`src/rtl/gcs_pkg.sv`:
```
// shared types and constants for the grouped column statistics unit
`timescale 1ns / 1ps
package gcs_pkg;
  localparam int unsigned COUNT_W = 24;
  localparam logic [COUNT_W-1:0] COUNT_MAX = {COUNT_W{1'b1}};
  localparam int unsigned RES_W = 40;

  typedef enum logic [3:0] {
    OP_MIN = 4'd0, OP_MAX = 4'd1, OP_CENTRE = 4'd2, OP_MEAN = 4'd3,
    OP_SUM = 4'd4, OP_SIZE = 4'd5, OP_RADIUS = 4'd6, OP_DIAM = 4'd7,
    OP_VAR = 4'd8, OP_STDDEV = 4'd9
  } op_code_t;

  typedef enum logic [1:0] {
    CFG_OP_COUNT = 2'd0, CFG_OP_LIST = 2'd1, CFG_BLK_FLUSH = 2'd2, CFG_HAS_ID = 2'd3
  } cfg_reg_t;

  // per column accumulator
  typedef struct packed {
    logic signed [15:0] mn;
    logic signed [15:0] mx;
    logic [39:0]        sum;
    logic signed [15:0] mean;
    logic signed [31:0] msq;
  } col_acc_t;

  // lane control from the sequencer
  typedef struct packed {
    logic        start;
    logic        fresh;
    logic [COUNT_W-1:0] cnt;
  } lane_ctl_t;
endpackage

```
`src/rtl/gcs_merge.sv`:
```
// result stage: evaluates one op for one column lane, serial sqrt for stddev
`timescale 1ns / 1ps
module gcs_merge (
  input  logic                 clk,
  input  logic                 rst_n,
  input  logic                 start,
  input  logic [3:0]           code,
  input  gcs_pkg::col_acc_t    acc,
  input  logic [gcs_pkg::COUNT_W-1:0] cnt,
  output logic signed [39:0]   res,
  output logic                 done
);
  import gcs_pkg::*;

  logic signed [47:0] var_c;
  logic signed [31:0] mean_w;
  logic signed [39:0] res_r;
  logic [4:0]         it_r;
  logic               busy_r, done_r;
  logic [33:0]        x_r, r_r, bit_r;
  logic signed [17:0] span;
  logic signed [39:0] comb;

  assign mean_w = 32'(acc.mean);
  assign var_c  = 48'(acc.msq) - 48'(mean_w * mean_w);
  assign span   = 18'(acc.mx) - 18'(acc.mn);

  always_comb begin
    unique case (code)
      OP_MIN:    comb = 40'(acc.mn);
      OP_MAX:    comb = 40'(acc.mx);
      OP_CENTRE: comb = 40'(acc.mn) + 40'(span >>> 1);
      OP_MEAN:   comb = 40'(acc.mean);
      OP_SUM:    comb = $signed(acc.sum);
      OP_SIZE:   comb = 40'(cnt);
      OP_RADIUS: comb = 40'(span >>> 1);
      OP_DIAM:   comb = 40'(span);
      OP_VAR:    comb = 40'(var_c);
      default:   comb = '0;
    endcase
  end

  // done stays high from result ready until a start that begins a square root
  always_ff @(posedge clk) begin
    if (!rst_n) begin
      busy_r <= 1'b0;
      done_r <= 1'b0;
    end else begin
      if (start) begin
        if (code == OP_STDDEV && var_c > 0) begin
          busy_r <= 1'b1;
          done_r <= 1'b0;
        end else done_r <= 1'b1;
      end else if (busy_r && it_r == 5'd16) begin
        busy_r <= 1'b0;
        done_r <= 1'b1;
      end
    end
  end

  // digit-by-digit square root, 17 steps
  always_ff @(posedge clk) begin
    if (start) begin
      res_r <= (code == OP_STDDEV) ? '0 : comb;
      x_r   <= 34'(var_c);
      r_r   <= '0;
      bit_r <= 34'h1_0000_0000;
      it_r  <= '0;
    end else if (busy_r) begin
      it_r <= it_r + 5'd1;
      bit_r <= bit_r >> 2;
      if (x_r >= r_r + bit_r) begin
        x_r <= x_r - (r_r + bit_r);
        r_r <= (r_r >> 1) + bit_r;
      end else begin
        r_r <= r_r >> 1;
      end
      if (it_r == 5'd16) res_r <= 40'((x_r >= r_r + bit_r) ? (r_r >> 1) + bit_r : r_r >> 1);
    end
  end

  assign res  = res_r;
  assign done = done_r;
endmodule

```
`config.mk`:
```
export PLATFORM = sky130hd
export DESIGN_NAME = gcs_merge
export DESIGN_NICKNAME = d
export VERILOG_FILES = /design/src/rtl/gcs_pkg.sv /design/src/rtl/gcs_merge.sv
export SDC_FILE = /design/constraint.sdc
export NUM_CORES = 1
export LEC_CHECK = 0
export BUFFER_PORTS_ARGS = -buffer_cell sky130_fd_sc_hd__buf_2
export CELL_PAD_IN_SITES_DETAIL_PLACEMENT = 0
export CELL_PAD_IN_SITES_GLOBAL_PLACEMENT = 2
export CORE_AREA = 5 5 232 280
export DETAILED_ROUTE_END_ITERATION = 7
export DIE_AREA = 0 0 237 285
export PLACE_DENSITY = 0.92
export SLEW_MARGIN = 20
export SYNTH_ARGS = -nofsm -noshare
export SYNTH_HDL_FRONTEND = slang
export SYNTH_SLANG_ARGS = --single-unit
```
`constraint.sdc`:
```
create_clock -name clk -period 12.01 [get_ports clk]
set_input_delay 3.603 -clock clk [delete_from_list [all_inputs] [get_ports clk]]
set_output_delay 3.603 -clock clk [all_outputs]
set_load 0.05 [all_outputs]
```
## After elaboration in Yosys (flattened, before gate mapping)

Index checks and enable logic that the tools add are counted.

| storage, ports and cells | value |
|---|---|
| register bits after elaboration | 132 |
| input bits | 151 |
| output and inout port bits | 41 |
| word-level logic and storage cells | 55 |

| operators by class | value |
|---|---|
| add/sub/neg operators | 8 |
| $mul | 1 |
| order comparisons | 2 |
| equality and inequality tests | 11 |
| multiplexer cells | 16 |
| reduce and logical (&&, ||, !) cells | 10 |

Operators by type and width:

| cell | number |
|---|---|
| 40-bit one-hot mux with 9 select lines | 1 |
| 34-bit two-way mux | 5 |
| 40-bit two-way mux | 4 |
| 33-bit by 33-bit adder with 34-bit output | 2 |
| 34-bit by 33-bit adder with 34-bit output | 1 |
| 34-bit >= comparator | 1 |
| 34-bit subtractor | 1 |
| 33-bit by 1-bit greater-than comparator with 1-bit output (second input constant) | 1 |
| 32-bit by 32-bit subtractor with 33-bit output | 1 |
| 16-bit by 16-bit multiplier with 32-bit output | 1 |
| 16-bit by 16-bit adder with 17-bit output | 1 |
| 16-bit by 16-bit subtractor with 17-bit output | 1 |
| 4-bit by 3-bit == test with 1-bit output (second input constant) | 4 |
| 4-bit by 2-bit == test with 1-bit output (second input constant) | 2 |
| 4-bit == test (second input constant) | 2 |
| 2-bit nonzero test | 4 |
| 1-bit two-way mux | 6 |
| 2-bit AND reduction | 3 |
| 5-bit by 1-bit adder with 5-bit output (second input constant) | 1 |
| 5-bit == test (second input constant) | 1 |
| 4-bit by 1-bit == test with 1-bit output (second input constant) | 1 |
| 4-bit logical NOT | 1 |
| 1-bit logical AND | 2 |
| 2-bit by 1-bit inequality test with 1-bit output (second input constant) | 1 |

## Depth between registers and ports, before layout

| logic depth | value |
|---|---|
| word-level depth | 6 |
| gate-level depth with buffers | 26 |
| gate-level depth less buffers | 24 |

## Worst setup path before layout

Ideal clock, no wire load.

| timing | value |
|---|---|
| kind | input to register |
| start point | input acc[32] in the netlist's numbering |
| end point | register res_r[33] (netlist: res[33]), data pin |
| library setup time | 275 ps |
| data arrival time | 10079 ps |
| required time | 11735 ps |
| slack | 1656 ps |
| stages | 22 |
| path through | clkbuf_1 -> clkbuf_1 -> nand2_1 -> inv_1 -> fa_1 -> inv_1 -> fa_1 -> fa_1 -> fa_1 -> inv_1 -> fa_1 -> inv_1 -> ha_1 -> a211o_1 -> a2111oi_2 -> o211ai_1 -> a2111o_1 -> a2111oi_2 -> nor3b_2 -> a211oi_4 -> a21boi_1 -> o32ai_1 |

| on the way | value |
|---|---|
| longest elaborated chain between the ends | 5 |

RTL lines:

| element | RTL line | text |
|---|---|---|
| from (decl) | gcs_merge.sv:8 | `input gcs_pkg::col_acc_t acc,` |
| 16-bit by 16-bit multiplier with 32-bit output | gcs_merge.sv:25 | `assign var_c = 48'(acc.msq) - 48'(mean_w * mean_w);` |
| 32-bit by 32-bit subtractor with 33-bit output | gcs_merge.sv:25 |  |
| 40-bit one-hot mux with 9 select lines | gcs_merge.sv:29 | `unique case (code)` |
| 40-bit two-way mux | gcs_merge.sv:64 | `res_r <= (code == OP_STDDEV) ? '0 : comb;` |
| 40-bit two-way mux | gcs_merge.sv:63 | `if (start) begin` |
| to (signal assigned) | gcs_merge.sv:64 |  |
| to (signal assigned) | gcs_merge.sv:78 | `if (it_r == 5'd16) res_r <= 40'((x_r >= r_r + bit_r) ? (r_r >> 1) + bit_r : r_r >> 1);` |
| to (decl) | gcs_merge.sv:17 | `logic signed [39:0] res_r;` |

No other way between the ends.
A chain may end at the register's enable or synchronous reset.

## Final worst setup path

| timing | value |
|---|---|
| start point | input acc[36] in the netlist's numbering |
| end point | register res_r[29] (netlist: res[29]), data pin |

The elaborated chain is that of the path after synthesis.

==> flow_metrics.py <==
metrics = {
    "outcome": {
        "status": "completed",
    },
    "clocking": {
        "cts_made_buffers": 17,
        "cts.sinks": 132,
        "cts_max_level": 4,
        "clockBufferDepth": 2,
        "clk_latency_ns": 0.44,
        "cts.clk_slew.worst_paths_ns": 0.06,
        "root_buffer": "clkbuf_16",
        "ctsHoldBuffers": 0,
        "post_cts_buffers": 0,
        "tritoncts": "built",
        "postCtsResizedCells": 0,
    },
    "layout": {
        "drive_gt1_share_pct": 9.83,
        "seqCellArea_sq_mm": 0.00338,
        "final_cell_count_no_fill": 3758,
        "multi_input_area_sq_mm": 0.0183,
        "fillers": 6126,
        "area_delta_synth_final_pct": 9.57,
        "final_cell_mix": "477 x inv_1, 287 x fa_1, 228 x nand2_1, 211 x ha_1, 190 x buf_2",
        "final_common_cell": "inv_1",
        "nets": 3577,
    },
    "floorplanning": {
        "start_util_pct": 38.7,
        "rows": 100,
        "core_area_sq_mm": 0.0617,
        "io_pins": 192,
        "die_area_sq_mm": 0.0675,
        "die_y_microns": 285,
        "die_w_microns": 237,
    },
    "critical_path": {
        "cpMostUsedCell": "fa_1",
        "endpoint": "res[29]",
        "arrival_ns": 10.72,
        "reg2reg_to": "res[14]",
        "ff2ff_setup_slack_ns": 5.30,
        "crit_chain": "buf_2, and2_1, inv_1, fa_1, inv_1, fa_1, inv_1, fa_1, fa_1, fa_1, inv_1, fa_1, inv_1, ha_1, a21oi_1, o21ai_0, a221oi_1, o21ai_0, nor3_1, a21oi_1, xnor2_1, o211ai_1, a211o_1",
        "critical_path.max_fanout": 18,
        "max_stage_delay_ns": 0.54,
        "critPathCaptureType": "register",
        "critPathKind": "input port to register",
        "worst_r2r_path_depth": 18,
        "startpoint_type": "input port",
        "timing.rr.start": "r_r[4]",
        "crit_start": "acc[36]",
        "required_ns": 12.20,
        "crit_slowest_cell": "fa_1",
    },
    "global_routing": {
        "grtUsageTotal_pct": 23.2,
        "grt_antenna_before_repair": 3,
        "grt_pass1_vias": 21800,
        "grt_pass1_wl_microns": 124000,
        "grt_max_degree": 80,
        "grt-ovfl-total": 0,
    },
    "sta": {
        "finalWorstPathRequiredPeriod_ns": 10.53,
        "period_share_pct": 87.7,
        "holdWs_ns": 0.503,
        "drv_slew": 0,
        "worstMarginPinSlew_ns": 0.948,
        "hold_viol": 0,
        "finalSetupTns_ns": 0,
        "finClkSkew_ns": 0.0109,
        "setup_viol": 0,
        "fmax_mhz": 95.0,
        "rsz0062_at_grt": "false",
        "max_slew_margin_pct": 36.6,
    },
    "synth": {
        "avgSynthCellArea_sq_um": 8.49,
        "async_flop_share_pct": 0,
        "yosysSeqAreaShare_pct": 14.2,
        "synth_edf_count": 74,
        "synth_area_leaders": "fa_1 24%, ha_1 11%, edfxtp_1 9.3%",
        "synth-seq-cells": 132,
        "synth-main-ff-cell": "edfxtp_1",
        "synth_top_area_cell": "fa_1",
        "yosys.area.top_type_share_pct": 24.0,
        "synthDistinctLibCells": 96,
        "syn_inst": 2814,
        "synth_area_sq_mm": 0.0239,
        "yosys_warnings": 0,
        "synth_nets": 3463,
    },
    "drt": {
        "post_drt_via_cell_ratio": 5.61,
        "route.detailed.wl_per_inst_microns": 21.2,
        "post-route-drc-count": 0,
        "vias": 21100,
        "routed_wl_microns": 79600,
        "dr.pass1.iters": 8,
        "drt_iter0_drc": 1496,
        "antenna_left": 0,
    },
    "min_path": {
        "hold_path.class": "register to register",
        "hp-start": "r_r[0]",
    },
    "placement": {
        "gp_congestion": 0.961,
        "port_buffers": 191,
        "placed_cells": 3725,
        "dpl.hpwl_microns": 65400,
    },
    "run": {
        "maxCapViolCount": 0,
    },
}
[critical path, delay by kind of cell]
family	cells	cell delay, ns
adder cells (fa/ha/maj)	7	3.37
XOR/XNOR	1	0.47
buffers and inverters	6	0.66
AO/OA/AOI/OAI	7	2.03
AND/OR/NAND/NOR	2	0.57
[layer usage]
metal | part of all wire [%] | track usage, % | vias up
met4 | 4.2 | 9.08 | 4
met2 | 49 | 40.3 | 706
met3 | 5.3 | 2.75 | 153
met1 | 42 | 29.5 | 10400
li1 | - | - | 9864
met5 | 0.034 | 0 | -
[Yosys cell counts (6+ instances only)]
cell / number
inv_1: 477
fa_1: 287
nand2_1: 228
ha_1: 211
nor2_1: 170
o21ai_0: 143
a21oi_1: 138
clkbuf_1: 98
xnor2_1: 80
edfxtp_1: 74
xor2_1: 59
dfxtp_1: 58
and2_1: 49
mux2i_1: 48
a21o_1: 46
a31oi_1: 45
nand3_1: 42
nor3_1: 39
nor2b_1: 37
a22oi_1: 32
nand4_1: 28
or3_1: 27
a211oi_1: 25
and3_1: 23
o211ai_1: 21
o21bai_1: 21
a221oi_1: 20
nor4_1: 18
a311oi_1: 17
o21a_1: 17
o2111ai_1: 16
o22ai_1: 16
nand2b_1: 13
a211o_1: 12
buf_1: 9
or4_1: 9
and4_1: 8
nand3b_1: 8
o31ai_1: 8
a222oi_1: 7
nor3b_1: 7
or2_2: 7
a31o_2: 6
buf_4: 6
o221ai_1: 6
[sequential cells by signal, summed over array words and instances, names as in the netlist]
signal,cells
bit_r,17
busy_r,1
r_r,34
done,1
it_r,5
res,40
x_r,34
[kinds of logic after synthesis]
group / after synthesis / share of synthesized area (%)
AO/OA/AOI/OAI: 661 / 18.6
XOR/XNOR: 141 / 5.28
adder cells (fa/ha/maj): 498 / 35.1
buffers and inverters: 599 / 9.62
flip-flops: 132 / 14.2
multiplexers: 51 / 2.15
AND/OR/NAND/NOR: 732 / 15.1
[final cells by class]
type / count / area share (%)
diodes: 1 / 0.00956
clock buffers: 19 / 1.69
clock inverters: 13 / 0.416
inverters: 479 / 6.87
multi-input cells: 2083 / 69.8
flip-flops and latches: 132 / 12.9
well taps: 816 / 3.90
repair buffers: 215 / 4.35
[worst min path at each step]
stage,depth (start not counted),end
after floorplan,2,r_r[0]
after global placement,2,r_r[0]
after detailed placement,2,r_r[0]
after CTS,2,r_r[0]
after global routing,2,r_r[0]
final,2,r_r[0]
[per-stage QoR]
step | worst slack, ns | instance area, sq um | util, %
2_1_floorplan | 1.66 | 23900 | -
3_3_place_gp | 1.19 | 25600 | 41.5
3_5_place_dp | 1.09 | 25600 | 41.5
4_1_cts | 1.54 | 26200 | 42.4
5_1_grt | 1.08 | 26200 | 42.4
6_report | 1.48 | 26200 | 42.4
Power is left out: the tool's default activity adds up to more than one toggle a clock period on the data nets, which glitch-free logic cannot reach.
