==> src/rtl/gcs_pkg.sv <==
// shared types and constants for the grouped column statistics unit
`timescale 1ns / 1ps
package gcs_pkg;
  localparam int unsigned COUNT_W = 24;
  localparam logic [COUNT_W-1:0] COUNT_MAX = {COUNT_W{1'b1}};
  localparam int unsigned RES_W = 40;

  typedef enum logic [3:0] {
    OP_MIN = 4'd0, OP_MAX = 4'd1, OP_CENTRE = 4'd2, OP_MEAN = 4'd3,
    OP_SUM = 4'd4, OP_SIZE = 4'd5, OP_RADIUS = 4'd6, OP_DIAM = 4'd7,
    OP_VAR = 4'd8, OP_STDDEV = 4'd9
  } op_code_t;

  typedef enum logic [1:0] {
    CFG_OP_COUNT = 2'd0, CFG_OP_LIST = 2'd1, CFG_BLK_FLUSH = 2'd2, CFG_HAS_ID = 2'd3
  } cfg_reg_t;

  // per column accumulator
  typedef struct packed {
    logic signed [15:0] mn;
    logic signed [15:0] mx;
    logic [39:0]        sum;
    logic signed [15:0] mean;
    logic signed [31:0] msq;
  } col_acc_t;

  // lane control from the sequencer
  typedef struct packed {
    logic        start;
    logic        fresh;
    logic [COUNT_W-1:0] cnt;
  } lane_ctl_t;
endpackage

==> src/rtl/gcs_lane.sv <==
// one column lane: min/max/sum update and two serial truncating divisions
`timescale 1ns / 1ps
module gcs_lane (
  input  logic                      clk,
  input  logic                      rst_n,
  input  gcs_pkg::lane_ctl_t        ctl,
  input  logic signed [15:0]        x,
  input  gcs_pkg::col_acc_t         acc_in,
  output gcs_pkg::col_acc_t         acc_out,
  output logic                      done
);
  import gcs_pkg::*;

  // dividend magnitudes fit 33 bits, quotient likewise
  localparam int DW = 34;

  logic [5:0]          step_r, step_nxt;
  logic                busy_r, done_r;
  logic [DW-1:0]       q1_r, q2_r;
  logic [COUNT_W:0]    r1_r, r2_r;
  logic                n1_r, n2_r;
  logic [COUNT_W-1:0]  d_r;
  col_acc_t            acc_r;
  logic signed [31:0]  xw;
  logic signed [31:0]  sq;
  logic signed [DW-1:0] dif1, dif2;
  logic [COUNT_W:0]    t1, t2;
  logic [DW-1:0]       q1s, q2s;
  logic signed [DW-1:0] res1, res2;

  assign xw   = 32'(x);
  assign sq   = xw * xw;
  assign dif1 = DW'(x) - DW'(acc_in.mean);
  assign dif2 = DW'(sq) - DW'(acc_in.msq);

  // restoring division, one quotient bit of each per cycle
  assign t1 = {r1_r[COUNT_W-1:0], q1_r[DW-1]};
  assign t2 = {r2_r[COUNT_W-1:0], q2_r[DW-1]};

  always_ff @(posedge clk) begin
    if (!rst_n) begin
      busy_r <= 1'b0;
      done_r <= 1'b0;
      step_r <= '0;
    end else begin
      step_r <= step_nxt;
      done_r <= busy_r && step_r == 6'(DW - 1);
      if (ctl.start && !ctl.fresh) busy_r <= 1'b1;
      else if (busy_r && step_r == 6'(DW - 1)) busy_r <= 1'b0;
    end
  end

  always_comb begin
    step_nxt = step_r;
    if (ctl.start) step_nxt = '0;
    else if (busy_r) step_nxt = step_r + 6'd1;
  end

  always_ff @(posedge clk) begin
    if (ctl.start) begin
      r1_r <= '0;
      r2_r <= '0;
      d_r  <= ctl.cnt;
      if (ctl.fresh) begin
        n1_r <= 1'b0;
        n2_r <= 1'b0;
        q1_r <= '0;
        q2_r <= '0;
        acc_r.mn   <= x;
        acc_r.mx   <= x;
        acc_r.sum  <= 40'(x);
        acc_r.mean <= x;
        acc_r.msq  <= sq;
      end else begin
        n1_r <= dif1[DW-1];
        n2_r <= dif2[DW-1];
        q1_r <= dif1[DW-1] ? DW'(-dif1) : DW'(dif1);
        q2_r <= dif2[DW-1] ? DW'(-dif2) : DW'(dif2);
        acc_r.mn   <= (x < acc_in.mn) ? x : acc_in.mn;
        acc_r.mx   <= (x > acc_in.mx) ? x : acc_in.mx;
        acc_r.sum  <= acc_in.sum + 40'(x);
        acc_r.mean <= acc_in.mean;
        acc_r.msq  <= acc_in.msq;
      end
    end else if (busy_r) begin
      if (t1 >= {1'b0, d_r}) begin
        r1_r <= t1 - {1'b0, d_r};
        q1_r <= {q1_r[DW-2:0], 1'b1};
      end else begin
        r1_r <= t1;
        q1_r <= {q1_r[DW-2:0], 1'b0};
      end
      if (t2 >= {1'b0, d_r}) begin
        r2_r <= t2 - {1'b0, d_r};
        q2_r <= {q2_r[DW-2:0], 1'b1};
      end else begin
        r2_r <= t2;
        q2_r <= {q2_r[DW-2:0], 1'b0};
      end
    end
  end

  assign q1s  = q1_r;
  assign q2s  = q2_r;
  assign res1 = n1_r ? -$signed(q1s) : $signed(q1s);
  assign res2 = n2_r ? -$signed(q2s) : $signed(q2s);

  // apply quotients once division completes
  always_comb begin
    acc_out = acc_r;
    acc_out.mean = 16'(DW'(acc_r.mean) + res1);
    acc_out.msq  = 32'(DW'(acc_r.msq) + res2);
  end

  // high in the cycle after the last quotient bit
  assign done = done_r;
endmodule

==> config.mk <==
export PLATFORM = sky130hd
export DESIGN_NAME = gcs_lane
export DESIGN_NICKNAME = d
export VERILOG_FILES = /design/src/rtl/gcs_pkg.sv /design/src/rtl/gcs_lane.sv
export SDC_FILE = /design/constraint.sdc
export NUM_CORES = 1
export LEC_CHECK = 0
export ABC_AREA = 0
export BUFFER_PORTS_ARGS = -buffer_cell sky130_fd_sc_hd__buf_2
export CAP_MARGIN = 10
export CORE_MARGIN = 2
export CORE_UTILIZATION = 34
export CTS_CLUSTER_SIZE = 30
export DETAILED_ROUTE_END_ITERATION = 6
export PLACE_DENSITY = 0.57
export SKIP_CTS_REPAIR_TIMING = 1
export SLEW_MARGIN = 30
export SYNTH_ARGS = -nofsm -noshare
export SYNTH_HDL_FRONTEND = slang
export SYNTH_SLANG_ARGS = --single-unit
==> constraint.sdc <==
create_clock -name clk -period 12.88 [get_ports clk]
set_input_delay 2.576 -clock clk [delete_from_list [all_inputs] [get_ports clk]]
set_output_delay 2.576 -clock clk [all_outputs]
set_load 0.03 [all_outputs]
# Word-level counts from Yosys, hierarchy flattened
# Cells that the tools add are included.
# totals
out_inout_bits,121
input_bits,164
elab_cells,59
ff_bits,270
# classes
n_reduce_logical,6
order_cmp,4
n_mul,1
eq_ne,1
n_mux,19
n_bitwise,1
addsub,12
# op_table
operator,n
$mux 34,8
$mux 120,1
$ge 25x24->1,2
$mux 16,3
$mux 24,2
$sub 24x24->24,2
$add 40x40->40,1
$neg 17->34,1
$neg 33->34,1
$sub 32x32->33,1
$add 32x32->32,1
$mul 16x16->32,1
$mux 32,1
$neg 32->32,1
$sub 16x16->17,1
$add 16x16->16,1
$gt 16x16->1,1
$lt 16x16->1,1
$neg 16->16,1
$add 6x1->6 const B,1
$eq 6x6->1 const B,1
$mux 1,4
$reduce_bool 2->1,2
$logic_and 1x1->1,2
other kinds (3),3

# Depth between registers and ports, before layout
# Gate-level depths: netlist of the first run.
# logic_depth
ltp_word,6
mapped_depth,39

# Least setup slack after synthesis of the first run
# OpenSTA, ideal clock, no wires.
# synth_path
path_kind,input -> register
from,input x[15]
to,register q2_r[32] (data pin)
arrival_time_ns,10.659
n_path_buf,2
path_stages,33
slack_ns,2.075
cell_sequence,clkbuf_1 inv_2 buf_1 nor2_1 fa_1 inv_1 fa_1 inv_1 fa_1 fa_1 fa_1 inv_1 fa_1 inv_1 ha_1 inv_1 o21bai_1 a221o_1 a21o_1 a21oi_1 xnor2_1 ha_1 and2_1 o21ai_0 a21oi_1 and3_1 a211oi_1 o21ai_1 xor2_1 nor4_1 nand2_1 or4_1 o2bb2ai_1
# synth_between
elab_chain_len,6
# synth_lines
item,line_no,text
start: declaration,gcs_lane.sv:7,"input logic signed [15:0] x,"
$mul 16x16->32 (*),gcs_lane.sv:32,assign sq = xw * xw;
$sub 32x32->33 (*),gcs_lane.sv:34,assign dif2 = DW'(sq) - DW'(acc_in.msq);
$neg 33->34,gcs_lane.sv:78,q2_r <= dif2[DW-1] ? DW'(-dif2) : DW'(dif2);
$mux 34 (*),gcs_lane.sv:78,
$mux 34 (*),gcs_lane.sv:64,if (ctl.fresh) begin
$mux 34 (*),gcs_lane.sv:60,if (ctl.start) begin
end signal: assignment,gcs_lane.sv:78,
end signal: assignment,gcs_lane.sv:95,"q2_r <= {q2_r[DW-2:0], 1'b1};"
end signal: assignment,gcs_lane.sv:98,"q2_r <= {q2_r[DW-2:0], 1'b0};"
end: declaration,gcs_lane.sv:19,"logic [DW-1:0] q1_r, q2_r;"
# Every way passes the cells marked *; elsewhere a longest branch is shown, timed or not.
# A chain may end at the register's enable or synchronous reset.

# Worst setup path in the final report of the first run
# layout_path
from,input x[10]
to,register q2_r[11] (data pin)
# Same word-level chain as after synthesis.

==> reports/results.ini, run 1 <==
[finish]
share_of_cells_above_drive_strength_1_pct=11.8
fill_cell_total_of_the_finished_layout=9375
seq_area_um2=7550
finish.net_count=4355
final_core_util_pct=38.3
total_area_of_multi_input_combinational_cells_um2=21200
mostFrequentLayoutCell=inv_1
syn2layout_area_growth_pct=11.5
leading_cell_types_in_the_layout_fill_and_taps_excluded=514 x inv_1, 304 x ha_1, 282 x buf_2

[timing]
fin_worst_hold_slack_ns=0.471
worstMarginPinSlew_ns=0.919
final_layout_setup_total_negative_slack_ns=0
rsz0062_at_grt=false
finalSetupViolCount=0
slew_violations=0
finalHoldViolCount=0
worst_clock_skew_ns=0.0212
slew_headroom_pct=38.7
layout_min_cycle_time_ns=11.75
period_share_pct=91.2
fmax_mhz=85.1
setup_ws_ns=1.13

[place]
io_buffer_count=284
gp_routability_congestion=0.904
dp.final_hpwl_um=72700
pre_cts_slack_ns=0.532

[setup_path]
cp_common_cell=fa_1
timing.critical_path.to_type=flop
crit_slowest_cell=o31a_1
timing_worst_setup_path_type=input pin to flop
worst_r2r_path_depth=14
worst_stage_delay_on_the_critical_path_ns=0.61
regToRegStartpoint=d_r[1]
worstPathRequired_ns=13.20
critical_path_peak_fanout=18
crit_path_start_kind=input pin
regToRegEndpoint=r1_r[17]
worst_setup_slack_for_register_to_register_paths_ns=8.98
data_arrival_time_of_the_critical_path_ns=12.07

[route]
drt_iter0_drc=1760
vias=24863
wl_per_cell_um=18.6
firstDrtPassIters=5
wire_length_reported_by_the_detailed_router_um=91400
detail_route.vias_per_cell=5.06
detailed_route_drc_error_count=0
drt.antenna.violating_nets=0

[die]
placement_row_count=111
die_width_um=309
fp.dieH_um=309
dieArea_um2=95400
initial_utilization_pct=34.4
top_level_ports=285
core_region_area_um2=91800

[synthesis]
synth_cell_types=89
syn_area_per_cell_um2=9.11
netlist_instances=3468
postSynth.asyncResetShare_pct=0
synth.yosys.seq_area_share_pct=23.9
postSynthNetCount=4180
ys_top_cells_by_area=edfxtp_1 20%, fa_1 15%, ha_1 12%
synth_top_area_cell=edfxtp_1
synth_area_um2=31600
postSynth.topFlopCell=edfxtp_1
number_of_enable_flip_flop_cells_after_synthesis=214
yosys_warnings=0
synth_largest_type_area_fraction_pct=20.3
synth-seq-cells=270

[global_routing]
gr-total-overflow=0
grt_max_degree=115
grt.total_usage_pct=19.0
antenna_found_initial=9
grt_pass1_wl_um=142000
first_global_vias=24820

[min_path]
timing.hold.worst_endpoint=r1_r[23]
hold_depth=2
class_of_the_tightest_hold_or_removal_check=flop to flop
timing.hold.worst.start=r1_r[23]

[clocking]
clk_pin_slew_worst_paths_ns=0.06
clock_tree.buffer_depth=3
ctsHtreeMaxLevel=2
clock_tree_from_tritoncts=done
cts_made_buffers=39
cts_root_buffer=clkbuf_16
worstSkewPairLatency_ns=0.59
clock_sink_count=270

[run]
cap_violations=0

[run_status]
run_status=complete, no violations

worst max-delay path, delay by kind of cell:
family | cells | cell delay, ns
xor gates and xnor gates | 2 | 0.41
adders and majority gates | 8 | 3.57
buffers and inverters | 6 | 0.94
AOI/OAI and AO/OA | 17 | 4.02
and+or+nand+nor | 3 | 0.53
cell type report:
cell class / count / area share (%)
tap: 1243 / 4.42
clock buffer: 45 / 2.86
clock inverter: 25 / 1.01
inverter: 521 / 5.56
multi-input combinational: 2508 / 60.2
sequential: 270 / 21.4
timing repair buffer: 303 / 4.51
antenna: 3 / 0.0213
logic make-up (layout without fill, tap and decap cells):
group | count (synthesis) | after routing | share of synthesized area (%)
multiplexers | 83 | 83 | 2.72
adder cells (fa/ha/maj) | 548 | 548 | 27.5
flip-flops | 270 | 270 | 23.9
buffers and inverters | 690 | 894 | 9.08
XOR/XNOR | 279 | 279 | 7.74
other | 0 | 3 | 0
AND/OR/NAND/NOR | 781 | 781 | 11.9
AO/OA/AOI/OAI | 817 | 817 | 17.2
synth_stat cells, drive strengths merged, types with 8 or more instances:
master,instances
buf,87
o41ai,11
fa,244
mux2i,61
and3,21
nor4,11
o211ai,14
inv,517
dfxtp,56
o21bai,27
a211oi,51
nor2,207
and2,46
xor2,95
a31o,10
xnor2,184
a21boi,8
o22ai,10
o2bb2ai,41
nor2b,49
clkbuf,82
or4,16
nand2b,27
nand4,28
nor3,51
or3,16
a21o,106
o21a,43
ha,304
a31oi,27
edfxtp,214
nand3,35
o21ai,208
a21oi,171
nand2,248
or2,9
o31ai,27
mux2,22
metal layers:
layer / up-vias / GRT usage, % / share of wire, %
met1: 11928 / 27.1 / 48
met4: 8 / 4.84 / 2.3
li1: 12193 / - / -
met2: 616 / 29.7 / 44
met3: 118 / 3.21 / 5.5
met5: - / 0 / 0.059
worst max path at each step:
stage,startpoint,cells past startpoint,to,slack [ns]
after floorplan,x[15],33,q2_r[32],2.07
after CTS,x[10],36,q2_r[11],1.16
final,x[10],36,q2_r[11],1.13
after detailed placement,x[10],36,q2_r[11],0.53
after global routing,x[10],36,q2_r[12],0.52
after global placement,x[10],36,q2_r[16],0.73
state kept, by name, indices dropped and copies added (netlist names):
signal   count
busy_r       1
acc_out     72
n1_r         1
q1_r        34
n2_r         1
d_r         24
acc_r       48
q2_r        34
r1_r        24
done         1
step_r       6
r2_r        24
stage by stage:
| stage | instances | cell area (um^2) |
|---|---|---|
| 2_1_floorplan | 3468 | 31600 |
| 3_3_place_gp | 4845 | 33800 |
| 3_5_place_dp | 4845 | 33800 |
| 4_1_cts | 4915 | 35200 |
| 5_1_grt | 4917 | 35200 |
| 6_report | 4918 | 35200 |
Power of run 1 is not shown: default switching activity piles up to over one toggle a cycle in this logic, so the estimate is an artifact.
==> run 2: changes to the inputs <==
--- a/config.mk
+++ b/config.mk
@@ -8,7 +8,6 @@
 export ABC_AREA = 0
 export BUFFER_PORTS_ARGS = -buffer_cell sky130_fd_sc_hd__buf_2
 export CAP_MARGIN = 10
-export CORE_MARGIN = 2
 export CORE_UTILIZATION = 34
 export CTS_CLUSTER_SIZE = 30
 export DETAILED_ROUTE_END_ITERATION = 6
==> run 2 against run 1 <==
The flow now finishes with violations (DRC). Sequential share of layout area barely moved. Critical path depth stayed put. Utilization barely moved. Count of clock-buffer cells in the layout fell by 2. Worst setup slack gained 0.17 ns. Worst hold slack worse by 0.0055 ns. Via count is essentially flat. Die area shrank 1.3%. Cell count about the same. Wire length shrank 1.0%.
==> reports/results.ini, run 2 (synthesized netlist as in run 1, its figures left out) <==
[run_status]
run_status=finished with violations
violations_in_the_final_reports=DRC

[global_routing]
antenna_found_initial=10  ; +1
first_global_vias=24520  ; -1.2%
grt_pass1_wl_um=140000  ; -1.1%
grt_max_degree=73  ; -37%
grt.total_usage_pct=19.0  ; -0.038 points
gr-total-overflow=0  ; unchanged

[route]
detailed_route_drc_error_count=8  ; +8
firstDrtPassIters=7  ; +2
drt.antenna.violating_nets=0  ; unchanged
detail_route.vias_per_cell=5.05  ; about the same
wl_per_cell_um=18.4  ; -1.1%
drt_iter0_drc=1593  ; -9.5%
wire_length_reported_by_the_detailed_router_um=90400  ; -1.0%
vias=24860  ; -0.012%

[place]
io_buffer_count=284  ; unchanged
dp.final_hpwl_um=72500  ; -0.30%
gp_routability_congestion=0.907  ; +0.34%

[die]
top_level_ports=285  ; unchanged
dieArea_um2=94100  ; -1.3%
die_width_um=307  ; -0.65%
placement_row_count=111  ; unchanged
fp.dieH_um=307  ; -0.65%
initial_utilization_pct=34.4  ; unchanged
core_region_area_um2=91800  ; unchanged

[setup_path]
timing.critical_path.to_type=flop
worst_stage_delay_on_the_critical_path_ns=0.61  ; about the same
crit_path_start_kind=input pin
critical_path_peak_fanout=18  ; unchanged
cp_common_cell=fa_1
path_buf_inv=6  ; unchanged
timing_worst_setup_path_type=input pin to flop
worstPathRequired_ns=13.19  ; about the same
cp_top_family=compound AO/OA/AOI/OAI gates
data_arrival_time_of_the_critical_path_ns=11.89  ; -0.18 ns
crit_slowest_cell=o31a_1

[timing]
slew_headroom_pct=33.1  ; -5.6 points
worstMarginPinSlew_ns=1.00  ; +0.0835 ns
finalSetupViolCount=0  ; unchanged
final_layout_setup_total_negative_slack_ns=0  ; unchanged
rsz0062_at_grt=false
fmax_mhz=86.3  ; +1.4%
finalHoldViolCount=0  ; unchanged
slew_violations=0  ; unchanged
worst_clock_skew_ns=0.0118  ; -0.00944 ns
period_share_pct=89.9  ; -1.3 points
layout_min_cycle_time_ns=11.58  ; -0.166 ns

[finish]
leading_cell_types_in_the_layout_fill_and_taps_excluded=514 x inv_1, 304 x ha_1, 282 x buf_2
max_reg_flops=72  ; unchanged
share_of_cells_above_drive_strength_1_pct=11.9  ; +0.089 points
finish.net_count=4359  ; +0.092%
mostFrequentLayoutCell=inv_1
seq_area_um2=7550  ; unchanged
syn2layout_area_growth_pct=11.4  ; about the same
total_area_of_multi_input_combinational_cells_um2=21200  ; about the same
fill_cell_total_of_the_finished_layout=9371  ; -0.043%

[min_path]
class_of_the_tightest_hold_or_removal_check=flop to flop

[clocking]
clock_tree.buffer_depth=3  ; unchanged
ctsHtreeMaxLevel=2  ; unchanged
cts_made_buffers=39  ; unchanged
worstSkewPairLatency_ns=0.58  ; about the same
clock_sink_count=270  ; unchanged
clk_pin_slew_worst_paths_ns=0.06  ; about the same
cts_root_buffer=clkbuf_16
clock_tree_from_tritoncts=done

[run]
cap_violations=0  ; unchanged

run 2: metal layers:
metal | up-vias | share of wire [%] | global-route usage, %
met5 | - | 0.094 | 0
met4 | 14 | 2.2 | 4.73
met3 | 114 | 5.4 | 3.18
met2 | 577 | 44 | 29.7
met1 | 11933 | 48 | 26.9
li1 | 12222 | - | -
run 2: worst paths after layout:
check / depth (start not counted) / start / endpoint / slack [ns]
setup reg to reg: 11 / d_r[1] / r2_r[0] / 9.11
hold / removal: 2 / r1_r[23] / r1_r[23] / 0.47
hold reg to reg: 2 / r1_r[23] / r1_r[23] / 0.47
setup / recovery: 36 / x[10] / q2_r[7] / 1.30
run 2: tightest hold or removal path, cell delays in order (launching register included):
cell,delay [ns]
dfxtp_1,0.33
nand2_1,0.05
o21ai_0,0.06
run 2: metrics by stage:
step           std cells  cell area, um^2  util, %  setup WS (ns)  hold WS, ns
2_1_floorplan       3468            31600        -           2.07        0.427
3_3_place_gp        4849            33800     36.9          0.914        0.445
3_5_place_dp        4849            33900     36.9          0.845        0.459
4_1_cts             4921            35200     38.3           1.46        0.473
5_1_grt             4921            35200     38.3          0.696        0.497
6_report            4922            35200     38.3           1.30        0.465
run 2: area by class of cell:
cell class	count	area share, %
diodes	1	0.00711
clock buffers	43	2.84
clock inverters	29	0.942
inverters	521	5.56
multi-input cells	2508	60.2
flip-flops and latches	270	21.4
well taps	1243	4.42
repair buffers	307	4.57
Power of run 2 is left out for the same reason.
